### src/rtl/cpp_pkg.sv
// cpp_pkg: shared widths, codes and control structs of the clipmap piece placer
// used by the channel interfaces, cpp_ctrl, cpp_datapath and clipmap_piece_placer
package cpp_pkg;

  // fixed field widths
  localparam int POS_W      = 24;  // camera position, Q15.8
  localparam int ORG_W      = 25;  // piece origin, Q16.8
  localparam int CALC_W     = 28;  // headroom for origin sums
  localparam int SQ_W       = 2 * ORG_W;
  localparam int SB_W       = $clog2(POS_W);
  localparam int RING_W     = 7;
  localparam int LVLCNT_W   = 3;
  localparam int LVL_W      = 2;
  localparam int IDX_W      = 6;
  localparam int KIND_W     = 3;
  localparam int ROT_W      = 2;
  localparam int CFG_IDX_W  = 2;
  localparam int CFG_DATA_W = 7;

  localparam int MAX_LEVELS_DEF = 4;
  localparam int FRAC_BITS_DEF  = 8;

  localparam logic [RING_W-1:0]   RING_RESET   = 7'd48;
  localparam logic [LVLCNT_W-1:0] LVLCNT_RESET = 3'd4;

  typedef enum logic [CFG_IDX_W-1:0] {
    CFG_ACTIVE = 2'd0,
    CFG_RING   = 2'd1,
    CFG_LEVELS = 2'd2
  } cfg_reg_e;

  typedef enum logic [KIND_W-1:0] {
    KIND_CROSS  = 3'd0,
    KIND_TILE   = 3'd1,
    KIND_FILLER = 3'd2,
    KIND_TRIM   = 3'd3,
    KIND_SEAM   = 3'd4
  } piece_kind_e;

  typedef enum logic [2:0] {
    ST_IDLE,
    ST_SQ_X,
    ST_SQ_Z,
    ST_SQ_H,
    ST_CMP,
    ST_EMIT
  } ctrl_state_e;

  typedef struct packed {
    logic              capture;
    logic              sq_x;
    logic              sq_z;
    logic              sq_h;
    logic              snap_store;
    logic              emit;
    piece_kind_e       kind;
    logic [1:0]        i;
    logic [1:0]        j;
    logic [LVL_W-1:0]  lvl;
    logic [IDX_W-1:0]  index;
    logic              last;
  } cpp_cmd_t;

  typedef struct packed {
    logic              active;
    logic              held;
    logic              far;
    logic              slot_free;
    logic [LVL_W-1:0]  last_level;
  } cpp_stat_t;

endpackage

### src/rtl/cpp_if.sv
// cpp_if: valid/ready channel interfaces for camera positions and piece placements
// depends on cpp_pkg for the payload widths
interface cpp_cam_if;
  logic                              valid;
  logic                              ready;
  logic signed [cpp_pkg::POS_W-1:0]  cam_x;
  logic signed [cpp_pkg::POS_W-1:0]  cam_z;

  modport source (output valid, output cam_x, output cam_z, input ready);
  modport sink   (input valid, input cam_x, input cam_z, output ready);
endinterface

interface cpp_place_if;
  logic                               valid;
  logic                               ready;
  logic [cpp_pkg::KIND_W-1:0]         piece_kind;
  logic [cpp_pkg::IDX_W-1:0]          piece_index;
  logic [cpp_pkg::LVL_W-1:0]          level;
  logic signed [cpp_pkg::ORG_W-1:0]   origin_x;
  logic signed [cpp_pkg::ORG_W-1:0]   origin_z;
  logic [cpp_pkg::LVL_W-1:0]          scale_log2;
  logic [cpp_pkg::ROT_W-1:0]          rotation;
  logic                               last;

  modport source (output valid, output piece_kind, output piece_index, output level,
                  output origin_x, output origin_z, output scale_log2, output rotation,
                  output last, input ready);
  modport sink   (input valid, input piece_kind, input piece_index, input level,
                  input origin_x, input origin_z, input scale_log2, input rotation,
                  input last, output ready);
endinterface

### src/rtl/cpp_ctrl.sv
// cpp_ctrl: controller of the piece placer, sequences the distance check and
// walks the pieces in emission order; depends on cpp_pkg
module cpp_ctrl (
  input  logic               clk_i,
  input  logic               rst_ni,
  input  logic               in_valid_i,
  output logic               in_ready_o,
  input  cpp_pkg::cpp_stat_t stat_i,
  output cpp_pkg::cpp_cmd_t  cmd_o
);
  import cpp_pkg::*;

  ctrl_state_e       state_q, state_d;
  piece_kind_e       kind_q, kind_d;
  logic [3:0]        ij_q, ij_d;
  logic [LVL_W-1:0]  lvl_q, lvl_d;
  logic [IDX_W-1:0]  tile_q, tile_d;

  logic snap_go;
  logic emit_fire;
  logic is_last;
  logic mid_row;

  assign snap_go   = stat_i.far || !stat_i.held;
  assign emit_fire = (state_q == ST_EMIT) && stat_i.slot_free;
  assign is_last   = (kind_q == KIND_FILLER) && (lvl_q == stat_i.last_level);
  // inner rows of the grid skip the center columns above level zero
  assign mid_row   = (lvl_q != '0) && ((ij_q[3:2] == 2'd1) || (ij_q[3:2] == 2'd2)) &&
                     (ij_q[1:0] == 2'd0);

  always_comb begin
    state_d = state_q;
    unique case (state_q)
      ST_IDLE: begin
        if (in_valid_i && stat_i.active) state_d = ST_SQ_X;
      end
      ST_SQ_X: state_d = ST_SQ_Z;
      ST_SQ_Z: state_d = ST_SQ_H;
      ST_SQ_H: state_d = ST_CMP;
      ST_CMP: begin
        state_d = snap_go ? ST_EMIT : ST_IDLE;
      end
      ST_EMIT: begin
        if (emit_fire && is_last) state_d = ST_IDLE;
      end
      default: state_d = ST_IDLE;
    endcase
  end

  always_comb begin
    cmd_o            = '0;
    cmd_o.capture    = (state_q == ST_IDLE) && in_valid_i;
    cmd_o.sq_x       = (state_q == ST_SQ_X);
    cmd_o.sq_z       = (state_q == ST_SQ_Z);
    cmd_o.sq_h       = (state_q == ST_SQ_H);
    cmd_o.snap_store = (state_q == ST_CMP) && snap_go;
    cmd_o.emit       = emit_fire;
    cmd_o.kind       = kind_q;
    cmd_o.i          = ij_q[3:2];
    cmd_o.j          = ij_q[1:0];
    cmd_o.lvl        = lvl_q;
    cmd_o.index      = (kind_q == KIND_TILE) ? tile_q : IDX_W'(lvl_q);
    cmd_o.last       = is_last;
  end

  assign in_ready_o = (state_q == ST_IDLE);

  always_comb begin
    kind_d = kind_q;
    ij_d   = ij_q;
    lvl_d  = lvl_q;
    tile_d = tile_q;
    if (state_q == ST_CMP) begin
      kind_d = KIND_CROSS;
      ij_d   = '0;
      lvl_d  = '0;
      tile_d = '0;
    end else if (emit_fire) begin
      case (kind_q)
        KIND_CROSS: begin
          kind_d = KIND_TILE;
          ij_d   = '0;
        end
        KIND_TILE: begin
          tile_d = tile_q + IDX_W'(1);
          if (ij_q == 4'hF) begin
            kind_d = KIND_FILLER;
          end else if (mid_row) begin
            ij_d = ij_q + 4'd3;
          end else begin
            ij_d = ij_q + 4'd1;
          end
        end
        KIND_FILLER: kind_d = KIND_TRIM;
        KIND_TRIM:   kind_d = KIND_SEAM;
        KIND_SEAM: begin
          kind_d = KIND_TILE;
          ij_d   = '0;
          lvl_d  = lvl_q + LVL_W'(1);
        end
        default: kind_d = KIND_CROSS;
      endcase
    end
  end

  always_ff @(posedge clk_i or negedge rst_ni) begin
    if (!rst_ni) begin
      state_q <= ST_IDLE;
      kind_q  <= KIND_CROSS;
      ij_q    <= '0;
      lvl_q   <= '0;
      tile_q  <= '0;
    end else begin
      state_q <= state_d;
      kind_q  <= kind_d;
      ij_q    <= ij_d;
      lvl_q   <= lvl_d;
      tile_q  <= tile_d;
    end
  end

endmodule

### src/rtl/cpp_datapath.sv
// cpp_datapath: configuration registers, snap state, shared squaring multiplier,
// piece origin arithmetic and the output register; depends on cpp_pkg
module cpp_datapath #(
  parameter int MAX_LEVELS = cpp_pkg::MAX_LEVELS_DEF,
  parameter int FRAC_BITS  = cpp_pkg::FRAC_BITS_DEF
) (
  input  logic                               clk_i,
  input  logic                               rst_ni,
  input  logic                               cfg_we_i,
  input  logic [cpp_pkg::CFG_IDX_W-1:0]      cfg_idx_i,
  input  logic [cpp_pkg::CFG_DATA_W-1:0]     cfg_data_i,
  input  logic signed [cpp_pkg::POS_W-1:0]   cam_x_i,
  input  logic signed [cpp_pkg::POS_W-1:0]   cam_z_i,
  input  cpp_pkg::cpp_cmd_t                  cmd_i,
  output cpp_pkg::cpp_stat_t                 stat_o,
  input  logic                               out_ready_i,
  output logic                               out_valid_o,
  output logic [cpp_pkg::KIND_W-1:0]         piece_kind_o,
  output logic [cpp_pkg::IDX_W-1:0]          piece_index_o,
  output logic [cpp_pkg::LVL_W-1:0]          level_o,
  output logic signed [cpp_pkg::ORG_W-1:0]   origin_x_o,
  output logic signed [cpp_pkg::ORG_W-1:0]   origin_z_o,
  output logic [cpp_pkg::LVL_W-1:0]          scale_log2_o,
  output logic [cpp_pkg::ROT_W-1:0]          rotation_o,
  output logic                               last_o
);
  import cpp_pkg::*;

  function automatic logic signed [CALC_W-1:0] ext_pos(logic [POS_W-1:0] v);
    return CALC_W'($signed(v));
  endfunction

  // configuration
  logic                 active_q;
  logic [RING_W-1:0]    ring_q;
  logic [LVLCNT_W-1:0]  lvlcnt_q;
  logic [LVL_W-1:0]     last_level;

  always_ff @(posedge clk_i or negedge rst_ni) begin
    if (!rst_ni) begin
      active_q <= 1'b0;
      ring_q   <= RING_RESET;
      lvlcnt_q <= LVLCNT_RESET;
    end else if (cfg_we_i) begin
      unique case (cfg_idx_i)
        CFG_ACTIVE: active_q <= cfg_data_i[0];
        CFG_RING:   ring_q   <= cfg_data_i[RING_W-1:0];
        CFG_LEVELS: lvlcnt_q <= cfg_data_i[LVLCNT_W-1:0];
        default: ;
      endcase
    end
  end

  // zero levels act as one, too many saturate
  always_comb begin
    if (lvlcnt_q == '0) begin
      last_level = '0;
    end else if (lvlcnt_q > LVLCNT_W'(MAX_LEVELS)) begin
      last_level = LVL_W'(MAX_LEVELS - 1);
    end else begin
      last_level = LVL_W'(lvlcnt_q - LVLCNT_W'(1));
    end
  end

  // camera and snap position
  logic [POS_W-1:0] cam_x_q, cam_z_q;
  logic [POS_W-1:0] snap_x_q, snap_z_q;
  logic             held_q;

  always_ff @(posedge clk_i) begin
    if (cmd_i.capture) begin
      cam_x_q <= cam_x_i;
      cam_z_q <= cam_z_i;
    end
  end

  always_ff @(posedge clk_i or negedge rst_ni) begin
    if (!rst_ni) begin
      snap_x_q <= '0;
      snap_z_q <= '0;
      held_q   <= 1'b0;
    end else if (cmd_i.snap_store) begin
      snap_x_q <= cam_x_q;
      snap_z_q <= cam_z_q;
      held_q   <= 1'b1;
    end
  end

  // squared distance against (ring_size/2)^2, one square per cycle
  logic signed [ORG_W-1:0] dx, dz, half, mul_op;
  logic signed [SQ_W-1:0]  prod_d, prod_q;
  logic [SQ_W-1:0]         sum_q;

  assign dx   = $signed({cam_x_q[POS_W-1], cam_x_q}) - $signed({snap_x_q[POS_W-1], snap_x_q});
  assign dz   = $signed({cam_z_q[POS_W-1], cam_z_q}) - $signed({snap_z_q[POS_W-1], snap_z_q});
  assign half = $signed({{(ORG_W-RING_W){1'b0}}, ring_q} << (FRAC_BITS - 1));

  always_comb begin
    if (cmd_i.sq_x) begin
      mul_op = dx;
    end else if (cmd_i.sq_z) begin
      mul_op = dz;
    end else begin
      mul_op = half;
    end
  end

  assign prod_d = mul_op * mul_op;

  always_ff @(posedge clk_i) begin
    if (cmd_i.sq_x || cmd_i.sq_z || cmd_i.sq_h) prod_q <= prod_d;
    if (cmd_i.sq_z) sum_q <= $unsigned(prod_q);
    if (cmd_i.sq_h) sum_q <= sum_q + $unsigned(prod_q);
  end

  // piece origins
  logic [SB_W-1:0]          sb, sb_n;
  logic [POS_W-1:0]         low_l, low_n;
  logic signed [CALC_W-1:0] fx, fz, fnx, fnz, big, s_unit, off_x, off_z, ox, oz;
  logic [ROT_W-1:0]         rot;

  assign sb     = SB_W'(FRAC_BITS) + SB_W'(cmd_i.lvl);
  assign sb_n   = sb + SB_W'(1);
  assign low_l  = (POS_W'(1) << sb) - POS_W'(1);
  assign low_n  = (POS_W'(1) << sb_n) - POS_W'(1);
  assign fx     = ext_pos(cam_x_q & ~low_l);
  assign fz     = ext_pos(cam_z_q & ~low_l);
  assign fnx    = ext_pos(cam_x_q & ~low_n);
  assign fnz    = ext_pos(cam_z_q & ~low_n);
  assign big    = $signed(CALC_W'(ring_q) << sb);
  assign s_unit = $signed(CALC_W'(1) << sb);

  // grid column offset from the floor: -2S, -S, +s, S+s
  always_comb begin
    case (cmd_i.i)
      2'd0:    off_x = -(big <<< 1);
      2'd1:    off_x = -big;
      2'd2:    off_x = s_unit;
      default: off_x = big + s_unit;
    endcase
    case (cmd_i.j)
      2'd0:    off_z = -(big <<< 1);
      2'd1:    off_z = -big;
      2'd2:    off_z = s_unit;
      default: off_z = big + s_unit;
    endcase
  end

  always_comb begin
    rot = '0;
    unique case (cmd_i.kind) inside
      KIND_CROSS, KIND_FILLER: begin
        ox = fx;
        oz = fz;
      end
      KIND_TILE: begin
        ox = fx + off_x;
        oz = fz + off_z;
      end
      KIND_TRIM: begin
        ox  = fx + (s_unit >>> 1);
        oz  = fz + (s_unit >>> 1);
        // camera in the lower half of the next level cell
        rot = {~cam_x_q[sb], ~cam_z_q[sb]};
      end
      KIND_SEAM: begin
        ox = fnx - (big <<< 1);
        oz = fnz - (big <<< 1);
      end
      default: begin
        ox = fx;
        oz = fz;
      end
    endcase
  end

  // output register
  logic out_valid_q;

  always_ff @(posedge clk_i or negedge rst_ni) begin
    if (!rst_ni) begin
      out_valid_q <= 1'b0;
    end else if (cmd_i.emit) begin
      out_valid_q <= 1'b1;
    end else if (out_ready_i) begin
      out_valid_q <= 1'b0;
    end
  end

  always_ff @(posedge clk_i) begin
    if (cmd_i.emit) begin
      piece_kind_o  <= cmd_i.kind;
      piece_index_o <= cmd_i.index;
      level_o       <= cmd_i.lvl;
      origin_x_o    <= ox[ORG_W-1:0];
      origin_z_o    <= oz[ORG_W-1:0];
      scale_log2_o  <= cmd_i.lvl;
      rotation_o    <= rot;
      last_o        <= cmd_i.last;
    end
  end

  assign out_valid_o = out_valid_q;

  assign stat_o.active     = active_q;
  assign stat_o.held       = held_q;
  assign stat_o.far        = sum_q > $unsigned(prod_q);
  assign stat_o.slot_free  = !out_valid_q || out_ready_i;
  assign stat_o.last_level = last_level;

endmodule

### src/rtl/clipmap_piece_placer.sv
// clipmap_piece_placer: top level, joins cpp_ctrl and cpp_datapath to the channels
// depends on cpp_pkg, cpp_cam_if, cpp_place_if, cpp_ctrl and cpp_datapath
// Check: a position is squared on the shared squaring multiplier in ST_SQ_X, ST_SQ_Z
// and ST_SQ_H and compared in ST_CMP; on a re-snap the first placement is then
// registered in ST_EMIT. Throughput: one placement per cycle unless the output stalls;
// a re-snap emits up to 63 placements, and a new position is accepted only in ST_IDLE.
// Reset: asynchronous active low; clears snap state, restores register defaults.
module clipmap_piece_placer #(
  parameter int MAX_LEVELS = cpp_pkg::MAX_LEVELS_DEF,
  parameter int FRAC_BITS  = cpp_pkg::FRAC_BITS_DEF
) (
  input  logic                            clk_i,
  input  logic                            rst_ni,
  input  logic                            cfg_we_i,
  input  logic [cpp_pkg::CFG_IDX_W-1:0]   cfg_idx_i,
  input  logic [cpp_pkg::CFG_DATA_W-1:0]  cfg_data_i,
  cpp_cam_if.sink                         cam_i,
  cpp_place_if.source                     place_o
);
  import cpp_pkg::*;

  cpp_cmd_t  cmd;
  cpp_stat_t stat;

  cpp_ctrl u_ctrl (
    .clk_i      (clk_i),
    .rst_ni     (rst_ni),
    .in_valid_i (cam_i.valid),
    .in_ready_o (cam_i.ready),
    .stat_i     (stat),
    .cmd_o      (cmd)
  );

  cpp_datapath #(
    .MAX_LEVELS (MAX_LEVELS),
    .FRAC_BITS  (FRAC_BITS)
  ) u_datapath (
    .clk_i         (clk_i),
    .rst_ni        (rst_ni),
    .cfg_we_i      (cfg_we_i),
    .cfg_idx_i     (cfg_idx_i),
    .cfg_data_i    (cfg_data_i),
    .cam_x_i       (cam_i.cam_x),
    .cam_z_i       (cam_i.cam_z),
    .cmd_i         (cmd),
    .stat_o        (stat),
    .out_ready_i   (place_o.ready),
    .out_valid_o   (place_o.valid),
    .piece_kind_o  (place_o.piece_kind),
    .piece_index_o (place_o.piece_index),
    .level_o       (place_o.level),
    .origin_x_o    (place_o.origin_x),
    .origin_z_o    (place_o.origin_z),
    .scale_log2_o  (place_o.scale_log2),
    .rotation_o    (place_o.rotation),
    .last_o        (place_o.last)
  );

endmodule
### src/flat_wrapper.sv
// flat-port wrapper written by rule: the top's interface ports become plain ports
module clipmap_piece_placer_flat import cpp_pkg::*;
#(
  parameter int MAX_LEVELS = cpp_pkg::MAX_LEVELS_DEF,
  parameter int FRAC_BITS  = cpp_pkg::FRAC_BITS_DEF
)
  (clk_i, rst_ni, cfg_we_i, cfg_idx_i, cfg_data_i, cam_i_valid, cam_i_cam_x, cam_i_cam_z, cam_i_ready, place_o_valid, place_o_piece_kind, place_o_piece_index, place_o_level, place_o_origin_x, place_o_origin_z, place_o_scale_log2, place_o_rotation, place_o_last, place_o_ready);
  cpp_cam_if cam_i_i ();
  cpp_place_if place_o_i ();
  input  logic clk_i;
  input  logic rst_ni;
  input  logic cfg_we_i;
  input  logic [cpp_pkg::CFG_IDX_W-1:0] cfg_idx_i;
  input  logic [cpp_pkg::CFG_DATA_W-1:0] cfg_data_i;
  input wire logic [$bits(cam_i_i.valid)-1:0] cam_i_valid;
  input wire logic [$bits(cam_i_i.cam_x)-1:0] cam_i_cam_x;
  input wire logic [$bits(cam_i_i.cam_z)-1:0] cam_i_cam_z;
  output wire logic [$bits(cam_i_i.ready)-1:0] cam_i_ready;
  output wire logic [$bits(place_o_i.valid)-1:0] place_o_valid;
  output wire logic [$bits(place_o_i.piece_kind)-1:0] place_o_piece_kind;
  output wire logic [$bits(place_o_i.piece_index)-1:0] place_o_piece_index;
  output wire logic [$bits(place_o_i.level)-1:0] place_o_level;
  output wire logic [$bits(place_o_i.origin_x)-1:0] place_o_origin_x;
  output wire logic [$bits(place_o_i.origin_z)-1:0] place_o_origin_z;
  output wire logic [$bits(place_o_i.scale_log2)-1:0] place_o_scale_log2;
  output wire logic [$bits(place_o_i.rotation)-1:0] place_o_rotation;
  output wire logic [$bits(place_o_i.last)-1:0] place_o_last;
  input wire logic [$bits(place_o_i.ready)-1:0] place_o_ready;
  assign cam_i_i.valid = cam_i_valid;
  assign cam_i_i.cam_x = cam_i_cam_x;
  assign cam_i_i.cam_z = cam_i_cam_z;
  assign cam_i_ready = cam_i_i.ready;
  assign place_o_valid = place_o_i.valid;
  assign place_o_piece_kind = place_o_i.piece_kind;
  assign place_o_piece_index = place_o_i.piece_index;
  assign place_o_level = place_o_i.level;
  assign place_o_origin_x = place_o_i.origin_x;
  assign place_o_origin_z = place_o_i.origin_z;
  assign place_o_scale_log2 = place_o_i.scale_log2;
  assign place_o_rotation = place_o_i.rotation;
  assign place_o_last = place_o_i.last;
  assign place_o_i.ready = place_o_ready;
  clipmap_piece_placer #(.MAX_LEVELS(MAX_LEVELS), .FRAC_BITS(FRAC_BITS)) u_core (.clk_i(clk_i), .rst_ni(rst_ni), .cfg_we_i(cfg_we_i), .cfg_idx_i(cfg_idx_i), .cfg_data_i(cfg_data_i), .cam_i(cam_i_i), .place_o(place_o_i));
endmodule
### config.mk
export PLATFORM = sky130hd
export DESIGN_NAME = clipmap_piece_placer_flat
export DESIGN_NICKNAME = d
export VERILOG_FILES = /design/src/rtl/cpp_pkg.sv /design/src/rtl/cpp_if.sv /design/src/rtl/cpp_ctrl.sv /design/src/rtl/cpp_datapath.sv /design/src/rtl/clipmap_piece_placer.sv /design/src/flat_wrapper.sv
export SDC_FILE = /design/constraint.sdc
export NUM_CORES = 2
export LEC_CHECK = 0
export BUFFER_PORTS_ARGS = -buffer_cell sky130_fd_sc_hd__buf_2
export CORE_ASPECT_RATIO = 1.2
export CORE_MARGIN = 2
export CORE_UTILIZATION = 55
export DETAILED_ROUTE_END_ITERATION = 8
export PLACE_DENSITY = 0.74
export RECOVER_POWER = 25
export SETUP_SLACK_MARGIN = 0.4
export SKIP_CTS_REPAIR_TIMING = 1
export SYNTH_ARGS = -nofsm -noshare
export SYNTH_HDL_FRONTEND = slang
export SYNTH_SLANG_ARGS = --single-unit
### constraint.sdc
create_clock -name clk_i -period 22.7 [get_ports clk_i]
set_clock_uncertainty 0.1 [all_clocks]
set_input_delay 1.135 -clock clk_i [delete_from_list [all_inputs] [get_ports clk_i]]
set_output_delay 1.135 -clock clk_i [all_outputs]
set_load 0.005 [all_outputs]
Word level (Yosys, flattened, before mapping):

Index checks and enable logic that the tools add are counted.

* register bits after elaboration: 291
* bits of input ports: 62
* output and inout bits: 68

* multipliers: 1
* multiplexer cells: 36
* reduce and logical (&&, ||, !) cells: 37
* shifts and indexed selects: 4
* bitwise operators: 8
* magnitude comparators: 3
* eq/ne operators: 21
* add/sub/neg operators: 21

Operator list (count)
* case mux 25 bit (3 select lines): 4
* adder 24 x 25 -> 25 bit: 4
* two-way mux 50 bit: 2
* AND 24 bit: 4
* adder 50 bit: 1
* > comparator 50 bit: 1
* multiplier 25 x 25 -> 50 bit: 1
* two-way mux 25 bit: 2
* negation 25 bit: 2
* subtractor 24 x 24 -> 25 bit: 2
* subtractor 24 x 25 -> 25 bit: 2
* NOT 24 bit: 2
* left shift 1 x 5 -> 24 bit, first input constant: 2
* subtractor 24 x 2 -> 24 bit, second input constant: 2
* left shift 1 x 5 -> 26 bit, first input constant: 1
* adder 25 bit: 1
* left shift 7 x 5 -> 25 bit: 1
* two-way mux 3 bit: 6
* two-way mux 6 bit: 3
* case mux 3 bit (6 select lines): 1
* two-way mux 4 bit: 4
* AND reduction 2 bit: 7
* == test 3 x 2 -> 1 bit, second input constant: 4
* two-way mux 2 bit: 6
* other kinds (32): 66

Logic depth before layout (Yosys ltp):

* depth in word-level cells: 9
* mapped depth: 43
* mapped depth without buffers: 41

Hierarchy:

From an unflattened synthesis, not the netlist that was laid out.

* cells, all modules: 4446
* area, all modules: 41328.4 µm²

Modules (own cells, without submodules)
* cpp_datapath: seq. area each 7415.9 µm², cells an instance 4325, times used 1, area an instance 40171.0 µm²
* cpp_ctrl: seq. area each 450.4 µm², cells an instance 121, times used 1, area an instance 1157.4 µm²

Worst setup path before layout:

No wires, ideal clock.

* path type: register to register
* start: reg u_core.u_ctrl.state_q[2]
* end: reg u_core.u_datapath.prod_q[49], data pin
* data required time: 22340 ps
* cell stages (with the launch flop): 32
* path slack: 11318 ps
* buffers on the path: 1
* arrival time: 11022 ps
* clock period less this slack: 11382 ps
* cell sequence: dfrtp_1 > nor2b_1 > nand2b_1 > nand2_1 > nor2_1 > a221oi_1 > clkbuf_1 > nand2_1 > fa_1 > fa_1 > inv_1 > fa_1 > inv_1 > fa_1 > inv_1 > fa_1 > fa_1 > inv_1 > fa_1 > inv_1 > ha_1 > a21o_1 > a21oi_1 > nand3_1 > a31o_2 > a31oi_1 > a21oi_1 > a31o_2 > a2111oi_0 > o21bai_1 > a21oi_1 > xnor2_1

* word-level cells in the longest chain between the ends: 4
* elaborated cells between the ends (all ways): 5

Ends and longest elaborated chain
* start: declaration: RTL line cpp_ctrl.sv:13 `ctrl_state_e state_q, state_d;`
* start signal: assignment: RTL line cpp_ctrl.sv:114 `state_q <= state_d;`
* == test 3 x 2 -> 1 bit: RTL line cpp_ctrl.sv:54 `cmd_o.sq_z = (state_q == ST_SQ_Z);`
* two-way mux 25 bit: RTL line cpp_datapath.sv:101 `end else if (cmd_i.sq_z) begin`
* two-way mux 25 bit (*): RTL line cpp_datapath.sv:99 `if (cmd_i.sq_x) begin`
* multiplier 25 x 25 -> 50 bit (*): RTL line cpp_datapath.sv:108 `assign prod_d = mul_op * mul_op;`
* named net u_core.u_datapath.prod_d[49]: RTL line cpp_datapath.sv:91 `logic signed [SQ_W-1:0] prod_d, prod_q;`
* end signal: assignment: RTL line cpp_datapath.sv:111 `if (cmd_i.sq_x || cmd_i.sq_z || cmd_i.sq_h) prod_q <= prod_d;`
* end: declaration: RTL line cpp_datapath.sv:91

The timed path passes the listed nets; every way through them passes the cells marked *.
A chain may end at the register's enable or synchronous reset.

Final worst setup path:

* start: reg u_core.u_datapath.cam_x_q[0]
* end: reg u_core.u_datapath.prod_q[49], data pin

* word-level cells in the longest chain between the ends: 3

Ends and longest elaborated chain
* start: declaration: RTL line cpp_datapath.sv:66 `logic [POS_W-1:0] cam_x_q, cam_z_q;`
* start signal: assignment: RTL line cpp_datapath.sv:72 `cam_x_q <= cam_x_i;`
* subtractor 24 x 24 -> 25 bit: RTL line cpp_datapath.sv:94 `assign dx = $signed({cam_x_q[POS_W-1], cam_x_q}) - $signed({snap_x_q[POS_W-1], snap_x_q});`
* two-way mux 25 bit: RTL line cpp_datapath.sv:99
* multiplier 25 x 25 -> 50 bit: RTL line cpp_datapath.sv:108
* named net u_core.u_datapath.prod_d[49]: RTL line cpp_datapath.sv:91

The timed path passes the listed nets, and every way through them passes these cells.

==> qor.txt <==
worst hold start - u_core.u_datapath.snap_x_q[2]
share of cells above drive strength 1 - 0.06955
post-DP HPWL - 85200 um
Die Width - 253.3 um
Synth Area per Inst - 9.459 um^2
CP startpoint kind - flip-flop
final WL - 106900 um
Detailed Routing Iterations Pass 1 - 6
pin count of the biggest net entering global routing - 56
cells on worst reg2reg path - 39
most frequent cell after synthesis - inv_1
fin crit share - 0.5190
Initial Util - 0.5560
DRC - 0
synthesis-to-finish area growth - 6.356%
antenna violations before repair - 2
final setup fails - 0
clock latency on the worst-skew pair - 0.58 ns
number of DRC markers after the initial detailed-route iteration - 2141
Filler cells - 6360
max-slew violation count - 82
total placed cells including tap cells - 5337
Worst-Margin Slew - 3.397 ns
#FFs+latches synth - 275
CTS buffer count - 35
vias in the first global route - 32610
Placer Congestion - 0.9588
sequential area share after synthesis - 0.1918
failing checks - max-capacitance violations, max-slew violations
Critical Path RT - 22.88 ns
num rows - 109
fin area - 43630 um^2
IO buf count - 115
status - finished with violations
Primary FF master, synth - edfxtp_1
critical path peak fanout - 17
first-pass GRT wire length - 173500 um
largest area contributor in the netlist - fa_1
fmax - 84.88 MHz
Worst R2R Setup Slack - 10.92 ns
r2r startpoint - u_core.u_datapath.cam_x_q[0]
slowest cell delay on critical path - 0.78 ns
Area after DPL - 42530 um^2
WHS Endpoint - u_core.u_datapath.snap_x_q[2]
Core ar. - 73780 um^2
Post-Syn Instances - 4337
max_slew headroom - -1.265
Final Non-Filler Cells - 5400
Setup crit end kind - flip-flop
vias per cell - 5.720
H-tree depth - 2
RSZ-0062 raised after global routing - false
Reg clk slew, reported paths - 0.06 ns
Critical Setup Path Class - flip-flop to flip-flop
wire length per cell - 19.79 um
global router's overall resource usage - 0.2913
CTS root buffer - clkbuf_16
Longest Clk Path Bufs - 3
die area - 76800 um^2
vias - 30890
Yosys top cell area share - 0.3011
asr flop ratio synth - 0.2873
Synth cell types - 96
synthesized area - 41020 um^2
Worst Hold Class - flip-flop to flip-flop
sink count of the clock tree - 275
EDFF count, synth - 196
post-route ant nets - 0
CP arrival - 11.96 ns
most frequent CP cell - fa_1
Fin Setup TNS - 0 ns
clock period minus worst slack - 11.78 ns
fin nets - 5428
global route overflow - 0
Max-cap violations - 2
Top Ports - 130
worst reg2reg endpoint - u_core.u_datapath.prod_q[49]
most frequent cells after synthesis - inv_1, fa_1, ha_1
die height - 303.2 um
Final Hold Fails - 0
Layout Utilization - 0.5913
hold-critical path depth - 1
Worst path slowest cell - clkinv_1
Synth area leaders - fa_1, edfxtp_1, ha_1
CTS tree - done
Ys Warns - 0
[state kept, by name, indices dropped and copies added, names as in the netlist, 3 cells and up]
name / count
u_core.u_datapath.sum_q: 50
u_core.u_datapath.snap_x_q: 24
u_core.u_ctrl.tile_q: 6
u_core.u_datapath.prod_q: 49
u_core.u_datapath.lvlcnt_q: 3
u_core.u_datapath.origin_x_o: 18
u_core.u_datapath.origin_z_o: 17
u_core.u_ctrl.ij_q: 4
u_core.u_datapath.piece_index_o: 6
u_core.u_datapath.ring_q: 7
u_core.u_datapath.cam_z_q: 24
u_core.u_datapath.snap_z_q: 24
u_core.u_datapath.piece_kind_o: 3
u_core.u_ctrl.kind_q: 3
u_core.u_datapath.cam_x_q: 24
u_core.u_ctrl.state_q: 3
[how the worst max path moves through the flow]
stage	from	to	slack (ns)	cells after the start
6_report	u_core.u_datapath.cam_x_q[0]	u_core.u_datapath.prod_q[49]	10.92	39
5_1_grt	u_core.u_datapath.cam_x_q[0]	u_core.u_datapath.prod_q[49]	10.17	37
4_1_cts	u_core.u_datapath.cam_x_q[0]	u_core.u_datapath.prod_q[49]	11.09	37
3_5_place_dp	u_core.u_datapath.cam_x_q[0]	u_core.u_datapath.prod_q[49]	11.11	39
3_3_place_gp	u_core.u_datapath.cam_x_q[0]	u_core.u_datapath.prod_q[49]	11.30	37
2_1_floorplan	u_core.u_ctrl.state_q[2]	u_core.u_datapath.prod_q[49]	11.32	31
[cell families (layout without fill, tap and decap cells)]
logic type	Yosys count	after routing	synth area share
flops	275	275	0.1918
compound gates	742	742	0.1178
fa+ha+maj	992	992	0.4154
buf+inv	1026	1076	0.09604
simple gates	1017	1017	0.1129
other cells	1	15	0.00009141
xor+xnor	201	201	0.04291
mux	83	83	0.02309
[layer usage]
metal	vias to the layer above	track usage	share of wire
li1	14080	-	-
met1	15230	0.3534	0.38
met2	1230	0.5141	0.50
met3	346	0.04054	0.071
met4	0	0.1364	0.053
met5	-	0	0
[critical path, delay by kind of cell (launching register included)]
kind / cells / cell delay [ns]
adder cells (fa/ha/maj): 10 / 4.35
buffers and inverters: 8 / 1.19
flip-flops: 1 / 0.33
AO/OA/AOI/OAI: 15 / 4.64
XOR/XNOR: 2 / 0.19
AND/OR/NAND/NOR: 4 / 0.71
[area by class of cell]
cell class | instances | area (um^2) | share of cell area
timing repair buffer | 156 | 854.6 | 0.01959
sequential | 275 | 7866 | 0.1803
clock inverter | 18 | 198.9 | 0.004560
antenna | 1 | 2.502 | 0.00005735
tap | 999 | 1250 | 0.02865
inverter | 858 | 3222 | 0.07384
clock buffer | 44 | 929.6 | 0.02131
multi-input combinational | 3049 | 29310 | 0.6717
[cells in the final DEF (no fill, tap or decap), types with 11 or more instances in the layout]
cell type	instances
a21oi_1	212
nor3_1	57
nand2_1	341
buf_4	39
nand2b_1	38
a31oi_1	17
mux2_2	63
nor2b_1	40
and3_1	21
inv_1	846
ha_1	374
fa_1	617
xor2_1	45
o21ai_0	161
nor2_1	330
a221o_1	11
a211oi_1	23
buf_2	98
conb_1	14
mux2i_1	17
nand4_1	28
dfrtp_1	76
and2_1	41
nand3_1	41
xnor2_1	156
o21a_1	33
o221ai_1	14
o21bai_1	38
a21o_1	71
clkbuf_1	25
o31ai_1	23
or3_1	13
a22oi_1	13
clkbuf_16	35
a211o_1	12
edfxtp_1	196
[per-stage QoR]
step | setup WS [ns] | hold WS, ns
floorplan | 11.32 | 0.3231
global placement | 11.30 | 0.3882
detailed placement | 11.11 | 0.3958
CTS | 11.09 | 0.3827
global route | 10.17 | 0.4141
finish | 10.92 | 0.4031
Power is not shown: default switching activity piles up to over one toggle a cycle in this logic, so the estimate is an artifact.
